--- src/design/sgm_pkg.sv ---
// Shared types and constants for the Sobel gradient magnitude unit.
package sgm_pkg;

   localparam int PIXEL_BITS     = 8;
   localparam int MAG_BITS       = 11;
   localparam int CFG_BITS       = 11;
   localparam int CSR_INDEX_BITS = 4;
   localparam int ROOT_BITS      = 11;
   localparam int RAD_BITS       = 2 * ROOT_BITS;
   localparam int SUM_BITS       = PIXEL_BITS + 2;

   localparam logic [CSR_INDEX_BITS-1:0] CSR_IMAGE_WIDTH  = CSR_INDEX_BITS'(0);
   localparam logic [CSR_INDEX_BITS-1:0] CSR_IMAGE_HEIGHT = CSR_INDEX_BITS'(1);

   localparam logic [CFG_BITS-1:0] WIDTH_RESET  = CFG_BITS'(640);
   localparam logic [CFG_BITS-1:0] HEIGHT_RESET = CFG_BITS'(480);
   localparam logic [CFG_BITS-1:0] HEIGHT_LIMIT = CFG_BITS'(1024);

   typedef struct packed {
      logic [PIXEL_BITS-1:0] pixel;
      logic                  pad;
   } req_type;

   typedef struct packed {
      logic [MAG_BITS-1:0] magnitude;
      logic                frame_last;
   } rsp_type;

endpackage

--- src/design/sgm_isqrt.sv ---
// Iterative floor square root, one result bit per cycle.
module sgm_isqrt (
   input  logic                            clock,
   input  logic                            reset,
   input  logic                            start,
   input  logic [sgm_pkg::RAD_BITS-1:0]    radicand,
   output logic                            done,
   output logic [sgm_pkg::ROOT_BITS-1:0]   root
);

   localparam int RAD       = sgm_pkg::RAD_BITS;
   localparam int ROOT      = sgm_pkg::ROOT_BITS;
   localparam int REM_BITS  = ROOT + 2;
   localparam int STEP_BITS = $clog2(ROOT);

   logic                 busy_ff, busy_in;
   logic                 done_ff, done_in;
   logic [STEP_BITS-1:0] step_ff, step_in;
   logic [RAD-1:0]       rad_ff, rad_in;
   logic [REM_BITS-1:0]  rem_ff, rem_in;
   logic [ROOT-1:0]      root_ff, root_in;

   logic [REM_BITS+1:0]  rem_shift;
   logic [REM_BITS-1:0]  trial;
   logic [REM_BITS+1:0]  rem_diff;
   logic                 fits;

   always_comb begin
      rem_shift = {rem_ff, rad_ff[RAD-1 -: 2]};
      trial     = {root_ff, 2'b01};
      rem_diff  = rem_shift - {2'b00, trial};
      fits      = rem_shift >= {2'b00, trial};

      busy_in = busy_ff;
      done_in = 1'b0;
      step_in = step_ff;
      rad_in  = rad_ff;
      rem_in  = rem_ff;
      root_in = root_ff;

      if (start) begin
         busy_in = 1'b1;
         step_in = STEP_BITS'(ROOT - 1);
         rad_in  = radicand;
         rem_in  = '0;
         root_in = '0;
      end else if (busy_ff) begin
         rad_in = {rad_ff[RAD-3:0], 2'b00};
         if (fits) begin
            rem_in  = rem_diff[REM_BITS-1:0];
            root_in = {root_ff[ROOT-2:0], 1'b1};
         end else begin
            rem_in  = rem_shift[REM_BITS-1:0];
            root_in = {root_ff[ROOT-2:0], 1'b0};
         end
         if (step_ff == '0) begin
            busy_in = 1'b0;
            done_in = 1'b1;
         end else begin
            step_in = step_ff - 1'b1;
         end
      end
   end

   always_ff @(posedge clock) begin
      if (reset) begin
         busy_ff <= 1'b0;
         done_ff <= 1'b0;
      end else begin
         busy_ff <= busy_in;
         done_ff <= done_in;
      end
   end

   always_ff @(posedge clock) begin
      step_ff <= step_in;
      rad_ff  <= rad_in;
      rem_ff  <= rem_in;
      root_ff <= root_in;
   end

   assign done = done_ff;
   assign root = root_ff;

endmodule

--- config.mk ---
export PLATFORM = sky130hd
export DESIGN_NAME = sgm_isqrt
export DESIGN_NICKNAME = d
export VERILOG_FILES = /design/src/design/sgm_pkg.sv /design/src/design/sgm_isqrt.sv
export SDC_FILE = /design/constraint.sdc
export NUM_CORES = 1
export LEC_CHECK = 0
export BUFFER_PORTS_ARGS = -buffer_cell sky130_fd_sc_hd__buf_4
export CAP_MARGIN = 20
export CORE_ASPECT_RATIO = 0.8
export CORE_MARGIN = 4
export CORE_UTILIZATION = 55
export CTS_CLUSTER_DIAMETER = 200
export DETAILED_ROUTE_END_ITERATION = 8
export PLACE_DENSITY_LB_ADDON = 0.2
export SYNTH_ARGS = -nofsm -noshare
export SYNTH_HDL_FRONTEND = slang
export SYNTH_SLANG_ARGS = --single-unit
--- constraint.sdc ---
create_clock -name clock -period 2.8 [get_ports clock]
set_input_delay 0 -clock clock [delete_from_list [all_inputs] [get_ports clock]]
set_output_delay 0 -clock clock [all_outputs]
set_load 0.01 [all_outputs]
# Yosys cells after proc, flatten, opt, wreduce, memory -nomap -nowiden
# Cells that the tools add are included.
# totals
latch_bits,0
rom_bits,0
wordCells,23
ramBits,0
input_bits,25
regBits,52
memories,0
out_inout_bits,12
# classes
shift,0
n_eq_ne,0
div_mod_pow,0
bitwise,2
n_mul,0
reduce_logical,4
add_sub_neg,2
mux,8
magnitude_cmp,1
# ops
operator,n
22-bit two-way mux,2
15-bit by 13-bit greater-or-equal comparator with 1-bit output,1
13-bit two-way mux,1
13-bit subtractor,1
1-bit two-way mux,5
4-bit zero test,1
"4-bit by 1-bit subtractor with 4-bit output, second input constant",1
3-bit OR reduction,1
1-bit inverter,2
2-bit AND reduction,1
2-bit nonzero test,1

# Depth between registers and ports, before layout
# Gate-level depths: netlist of run 1.
# logic_depth
word_depth,4
mapped_depth,10
ltp_nobuf,8

# Worst setup path before layout of run 1
# No wires, ideal clock.
# synth_path
path_type,flip-flop to flip-flop
from,register root_ff[4] (netlist: root[4])
to,register rem_ff[0]
slack_ps,552
stages_incl_launch_ff,10
path_buffers,1
setup_ps,140
arrival_time_ps,2107
required_ps,2660
path_cell_list,dfxtp_1 -> inv_1 -> ha_1 -> a21o_1 -> and2_1 -> or2_4 -> a211o_2 -> buf_2 -> nand3_1 -> o311ai_0
# synth_between
elab_chain_cells,2
# synth_lines
item,line_no,source
from (decl),sgm_isqrt.sv:21,"logic [ROOT-1:0] root_ff, root_in;"
from (signal assigned),sgm_isqrt.sv:79,root_ff <= root_in;
15-bit by 13-bit greater-or-equal comparator with 1-bit output,sgm_isqrt.sv:32,"fits = rem_shift >= {2'b00, trial};"
13-bit two-way mux,sgm_isqrt.sv:49,if (fits) begin
to (signal assigned),sgm_isqrt.sv:78,rem_ff <= rem_in;
to (decl),sgm_isqrt.sv:20,"logic [REM_BITS-1:0] rem_ff, rem_in;"
# No other way between the ends.
# A chain may end at the register's enable or synchronous reset.

# Worst setup path in the final report of run 1
# layout_path
from,register root_ff[4] (netlist: root[4])
to,register rem_ff[4]
# Same word-level chain as after synthesis.

==> run summary, run 1 <==
## Global routing
• 10.3 mm — first-pass GRT wire length
• 51 — largest net degree at the start of global routing
• 0 — total global routing overflow
• 0 — antenna violations before repair
• 0.202 — Total Routing Usage GR
• 2128 — number of global-route vias before repair

## Finish
• 1260 um2 — total area of sequential cells
• 384 — number of fill cells in the layout
• 0.245 — fraction of final layout cells with drive strength greater than 1
• 3500 um2 — final non-filler cell area
• 0 — antenna cells
• 381 — Final Net Count
• 1470 um2 — multi-input gate area in the final layout
• 0.691 — utilization of the core after routing
• 20.6% — area growth from synthesis to layout

## Drt
• 5.64 — Vias per Instance
• 4 — total iterations of the first detailed-routing run
• 15.5 um — Wirelength per Cell
• 0 — drc violations
• 6.27 mm — wire length reported by the detailed router
• 162 — drt initial violations
• 0 — number of antenna-violating nets in the routed design
• 2284 — via total after detailed routing

## Synth
• 0.0181 — area share of xor/xnor cells in the synthesized design
• 0 — number of warning messages in the yosys log
• 10.2 um2 — synthesized area divided by synthesized cell count
• 0.166 — simple logic cell fraction of the synthesized area
• 0.119 — mux contribution to synthesized area
• 285 — gate count of the mapped netlist
• 0.434 — part of the Yosys area used for sequential elements
• sky130_fd_sc_hd__dfxtp_1 — flip-flop cell with the highest count after synthesis
• 324 — Syn Nets
• 0.142 — Synth Area in Compound Gates
• 22 — Post-synth EDFFs
• 2900 um2 — Syn Std Cell Area
• 52 — count of state elements after synthesis
• 53 — number of library cell types mapped by synthesis
• 0.0603 — post-synthesis share of cell area spent on full adders, half adders and majority gates
• 0 — share of async-settable or async-resettable flops after synthesis
• simple AND/OR/NAND/NOR gates — combinational family with the most area after synthesis

## Setup path
• 3010 ps — Required @ worst endpoint
• 14 — Critical Path Fanout Max
• flip-flop — element type at the critical path start
• flip-flop to flip-flop — kind of critical path
• 2830 ps — crit path DAT
• flip-flop — Crit. End Element

## Floorplan
• 37 — Ports
• 5060 um2 — Core Area
• 0.573 — initial core utilization
• 73.0 um — die boundary height
• 23 — number of standard-cell rows in the floorplan
• 89.2 um — overall die width
• 6510 um2 — die area

## Job
• 0 — number of max-capacitance violations reported

## Clocking
• sky130_fd_sc_hd__clkbuf_8 — clock root buffer
• 5 — number of clock buffers inserted by TritonCTS
• 2 — CTS HTree Levels
• 300 ps — source-to-sink clock delay at the later pin of the worst-skew pair
• 22 — hold buffer count at cts
• 0 — Resized Gates After CTS
• 52 — number of clock sinks
• done — CTS tree
• 2 — maximum buffer depth of the clock tree
• 100 ps — Clock transition at path regs
• 0 — number of setup buffers added after CTS

## STA
• 382 MHz — Achievable Freq
• 0 — hold violation total from the final report
• 0 — max-slew violation count
• 0.576 — tightest slew margin relative to the limit
• 2620 ps — final critical path time including I/O delays and setup
• 0 — total of endpoints with negative setup slack in the final report
• no — setup repair after global routing missed its margin
• 19.9 ps — worst hold-check slack
• 0.935 — fin crit share
• 7.32 ps — Final Skew
• 0 ps — Post-Route Setup TNS
• 635 ps — pin slew with the least headroom to its limit

## Pwr
• 0.412 mV — peak ir drop on the vdd network
• 1.40 nW — Leakage
• 2.31 mW — total power draw
• 661 nW/um2 — Power Dens Cells

## Placed design
• 4.20 mm — HPWL after DPL
• 0.900 — placer's final routability congestion estimate
• 3190 um2 — placed standard-cell area
• 36 — # port buffers

## Run status
• completed — result of the run

## Worst hold path
• input pin to flip-flop — class of the tightest hold or removal check

-- kinds of logic after synthesis --
group                      count (synthesis)
AOI/OAI and AO/OA                         50
muxes                                     32
adders and majority gates                 14
DFF                                       52
xor gates and xnor gates                   6
and+or+nand+nor                           97
buffers and inverters                     34
-- cells in the mapped netlist, types with 3 or more instances --
cell type                  instances  area (um2)
sky130_fd_sc_hd__a211oi_1          3        22.5
sky130_fd_sc_hd__a21oi_1           8        40.0
sky130_fd_sc_hd__a311oi_1          5        43.8
sky130_fd_sc_hd__a311oi_2          4        60.1
sky130_fd_sc_hd__and2_1            3        18.8
sky130_fd_sc_hd__and3_1            3        18.8
sky130_fd_sc_hd__buf_4             3        22.5
sky130_fd_sc_hd__buf_6             4        45.0
sky130_fd_sc_hd__dfxtp_1          30         601
sky130_fd_sc_hd__edfxtp_1         22         661
sky130_fd_sc_hd__ha_1             14         175
sky130_fd_sc_hd__inv_1            21        78.8
sky130_fd_sc_hd__mux2_2           20         225
sky130_fd_sc_hd__mux2i_1          12         120
sky130_fd_sc_hd__nand2_1          22        82.6
sky130_fd_sc_hd__nand3_1          11        55.1
sky130_fd_sc_hd__nor2_1           29         109
sky130_fd_sc_hd__nor2b_1           3        18.8
sky130_fd_sc_hd__nor3_1            7        35.0
sky130_fd_sc_hd__o211ai_1          3        22.5
sky130_fd_sc_hd__o21ai_0           5        25.0
sky130_fd_sc_hd__or3_1             6        37.5
sky130_fd_sc_hd__xnor2_1           4        35.0
-- per-stage QoR --
stage	setup slack (ps)	std cells
after floorplan	552	285
after global placement	357	375
after detailed placement	284	375
after CTS	208	405
after global routing	23.5	405
final	181	405
-- power by group --
| group | leakage [nW] | internal, mW | total, mW | switching [mW] |
|---|---|---|---|---|
| Sequential | 0.468 | 0.880 | 0.937 | 0.0570 |
| Clock | 0.0414 | 0.178 | 0.427 | 0.249 |
| Combinational | 0.894 | 0.425 | 0.951 | 0.525 |
-- cell usage in the layout, fill, tap and decap left out, drive strengths merged, types with 6 or more instances in the layout --
master | netlist | layout
dlygate4sd3 | 1 | 22
mux2i | 12 | 12
o21ai | 7 | 7
dfxtp | 30 | 30
and3 | 6 | 6
clkbuf | 2 | 6
inv | 21 | 21
nand2 | 22 | 22
nor2 | 29 | 29
mux2 | 20 | 20
a311oi | 9 | 9
ha | 14 | 14
a21oi | 8 | 8
nand3 | 11 | 11
edfxtp | 22 | 22
or3 | 6 | 6
nor3 | 8 | 8
buf | 10 | 41
-- cell type report --
| cell class | count | area share |
|---|---|---|
| clock buffer | 6 | 0.0207 |
| multi-input combinational | 199 | 0.419 |
| sequential | 52 | 0.360 |
| clock inverter | 2 | 0.00465 |
| tap | 62 | 0.0222 |
| inverter | 21 | 0.0225 |
| timing repair buffer | 63 | 0.151 |
-- final timing paths --
path | from | end | slack (ps) | depth (start not counted)
worst min register to register | rem_ff[12] | rem_ff[12] | 490 | 2
worst max register to register | root[4] | rem_ff[4] | 180 | 8
worst max-delay path | root[4] | rem_ff[4] | 180 | 8
worst min-delay path | radicand[15] | rad_ff[15] | 20 | 2
-- metal layers --
metal  vias to the layer above  GRT usage  share of wire
li1                       1145          -              -
met1                      1074      0.297           0.47
met2                        63      0.307           0.45
met3                         2     0.0485          0.070
met4                         0     0.0347         0.0026
met5                         -          0              0
-- critical path, cell delays in order (launching register included) --
cell                       delay (ps)
sky130_fd_sc_hd__dfxtp_1          400
sky130_fd_sc_hd__inv_1             70
sky130_fd_sc_hd__ha_1             380
sky130_fd_sc_hd__a21o_1           230
sky130_fd_sc_hd__and2_1           170
sky130_fd_sc_hd__or2_4            270
sky130_fd_sc_hd__a211oi_4         590
sky130_fd_sc_hd__nand2_1          140
sky130_fd_sc_hd__a311oi_2         270
-- registers in the layout, summed over array words and instances, names as in the netlist --
register  flops
step_ff       4
rem_ff       13
busy_ff       1
done          1
rad_ff       22
root         11
Note: power is estimated with default switching activity, not from simulation.
==> inputs of run 2 (changes only) <==
--- a/config.mk
+++ b/config.mk
@@ -10,6 +10,7 @@
 export CORE_ASPECT_RATIO = 0.8
 export CORE_MARGIN = 4
 export CORE_UTILIZATION = 55
+export CTS_BUF_LIST = sky130_fd_sc_hd__clkbuf_8
 export CTS_CLUSTER_DIAMETER = 200
 export DETAILED_ROUTE_END_ITERATION = 8
 export PLACE_DENSITY_LB_ADDON = 0.2
==> run summary, run 2 (synthesis results as in run 1) <==
## Global routing
• 0 — total global routing overflow
• 51 — largest net degree at the start of global routing
• 0 — antenna violations before repair
• 2128 — number of global-route vias before repair
• 10.3 mm — first-pass GRT wire length
• 0.202 — Total Routing Usage GR

## Drt
• 15.5 um — Wirelength per Cell
• 0 — number of antenna-violating nets in the routed design
• 4 — total iterations of the first detailed-routing run
• 2282 — via total after detailed routing
• 5.63 — Vias per Instance
• 163 — drt initial violations
• 6.26 mm — wire length reported by the detailed router
• 0 — drc violations

## Placed design
• 0.900 — placer's final routability congestion estimate
• 375 — number of placed instances, taps included
• 284 ps — dpl ws
• 36 — # port buffers
• 4.20 mm — HPWL after DPL
• 3190 um2 — placed standard-cell area

## Finish
• 20.6% — area growth from synthesis to layout
• rad_ff — Reg with most FFs
• 0 — antenna cells
• 3500 um2 — final non-filler cell area
• 22 — flip-flop count of the largest register after layout
• 0.245 — fraction of final layout cells with drive strength greater than 1
• sky130_fd_sc_hd__buf_4 — leading cell type in the layout, fill and taps excluded
• 405 — count of non-filler cells in the finished layout
• 0.691 — utilization of the core after routing
• sky130_fd_sc_hd__buf_4, sky130_fd_sc_hd__dfxtp_1, sky130_fd_sc_hd__nor2_1 — highest-count cells in the layout ignoring fill and taps
• 381 — Final Net Count

## Setup path
• 14 — Critical Path Fanout Max
• sky130_fd_sc_hd__a211oi_4 — worst-path cell with the longest stage delay
• flip-flop — element type at the critical path start
• 2820 ps — crit path DAT
• flip-flop — Crit. End Element
• 580 ps — Crit path largest cell delay
• inv_1 -> ha_1 -> a21o_1 -> and2_1 -> or2_4 -> a211oi_4 -> nand2_1 -> a311oi_2 — cell breakdown of the critical path
• 3010 ps — Required @ worst endpoint
• 190 ps — r2r setup slk
• flip-flop to flip-flop — kind of critical path
• root[4] — Crit Reg-Reg Startpoint
• root[4] — critical path launch point

## Pwr
• 1.41 nW — Leakage
• 659 nW/um2 — Power Dens Cells
• 0.359 — switching power share of the total
• 828 uW — net switching power
• 0.410 — proportion of power drawn by combinational gates
• 2.31 mW — total power draw
• 1.48 mW — internal portion of total power
• 0.413 mV — peak ir drop on the vdd network
• 0.184 — clock power share
• 0.406 — portion of total power attributed to sequential cells

## Floorplan
• 6510 um2 — die area
• 37 — Ports
• 89.2 um — overall die width
• 23 — number of standard-cell rows in the floorplan
• 73.0 um — die boundary height
• 5060 um2 — Core Area
• 0.573 — initial core utilization

## STA
• 0 — max-slew violation count
• 0 ps — Post-Route Setup TNS
• 622 ps — pin slew with the least headroom to its limit
• no — setup repair after global routing missed its margin
• 0.584 — tightest slew margin relative to the limit
• 0 — total of endpoints with negative setup slack in the final report
• 0.933 — fin crit share
• 7.99 ps — Final Skew
• 0 — hold violation total from the final report
• 383 MHz — Achievable Freq
• 2610 ps — final critical path time including I/O delays and setup
• 19.9 ps — worst hold-check slack
• 188 ps — least setup slack across all paths after layout

## Clocking
• 5 — number of clock buffers inserted by TritonCTS
• done — CTS tree
• sky130_fd_sc_hd__clkbuf_8 — clock root buffer
• 2 — maximum buffer depth of the clock tree
• 52 — number of clock sinks
• 100 ps — Clock transition at path regs
• 300 ps — source-to-sink clock delay at the later pin of the worst-skew pair
• 0 — number of setup buffers added after CTS
• 2 — CTS HTree Levels

## Job
• 0 — number of max-capacitance violations reported

## Worst hold path
• radicand[15] — Min-Delay Startpoint
• input pin to flip-flop — class of the tightest hold or removal check

## Run status
• completed — result of the run

[run 2: cell types whose count changed in the layout (fill, tap and decap cells not counted), sizes merged]
cell    delta
inv        +1
clkbuf     -1
[run 2: routing by layer]
metal,part of all wire,GRT usage
met1,0.47,0.297
met2,0.45,0.307
met3,0.071,0.0485
met4,0.0026,0.0347
met5,0,0
[run 2: area by class of cell]
cell class / instances / area [um2]
clock inverter: 3 / 20.0
timing repair buffer: 63 / 528
sequential: 52 / 1260
fill: 384 / 1570
clock buffer: 5 / 68.8
inverter: 21 / 78.8
tap: 62 / 77.6
multi-input combinational: 199 / 1470
[run 2: path summary, 6_finish.rpt]
kind	depth (start not counted)	to
hold / removal	2	rad_ff[15]
setup reg to reg	8	rem_ff[4]
hold reg to reg	2	rem_ff[12]
setup / recovery	8	rem_ff[4]
[run 2: worst max-delay path: cells and delay by family (launching register included)]
kind,cells,cell delay (ps)
and+or+nand+nor,3,580
adders and majority gates,1,380
AOI/OAI and AO/OA,3,1070
DFF,1,410
buffers and inverters,1,80
[run 2: power groups by stage]
stage	registers (mW)	logic [mW]	clock network, mW
after floorplan	0.931	0.751	0
after global placement	0.950	0.890	0
after detailed placement	0.951	0.907	0
after CTS	0.933	0.935	0.434
after global routing	0.945	1.04	0.464
final	0.936	0.947	0.424
[run 2: repair_timing]
| item | CTS | global route |
|---|---|---|
| hold buffers | 22 | 0 |
| resized for setup | 0 | 0 |
| hold endpoints to repair | 23 | 0 |
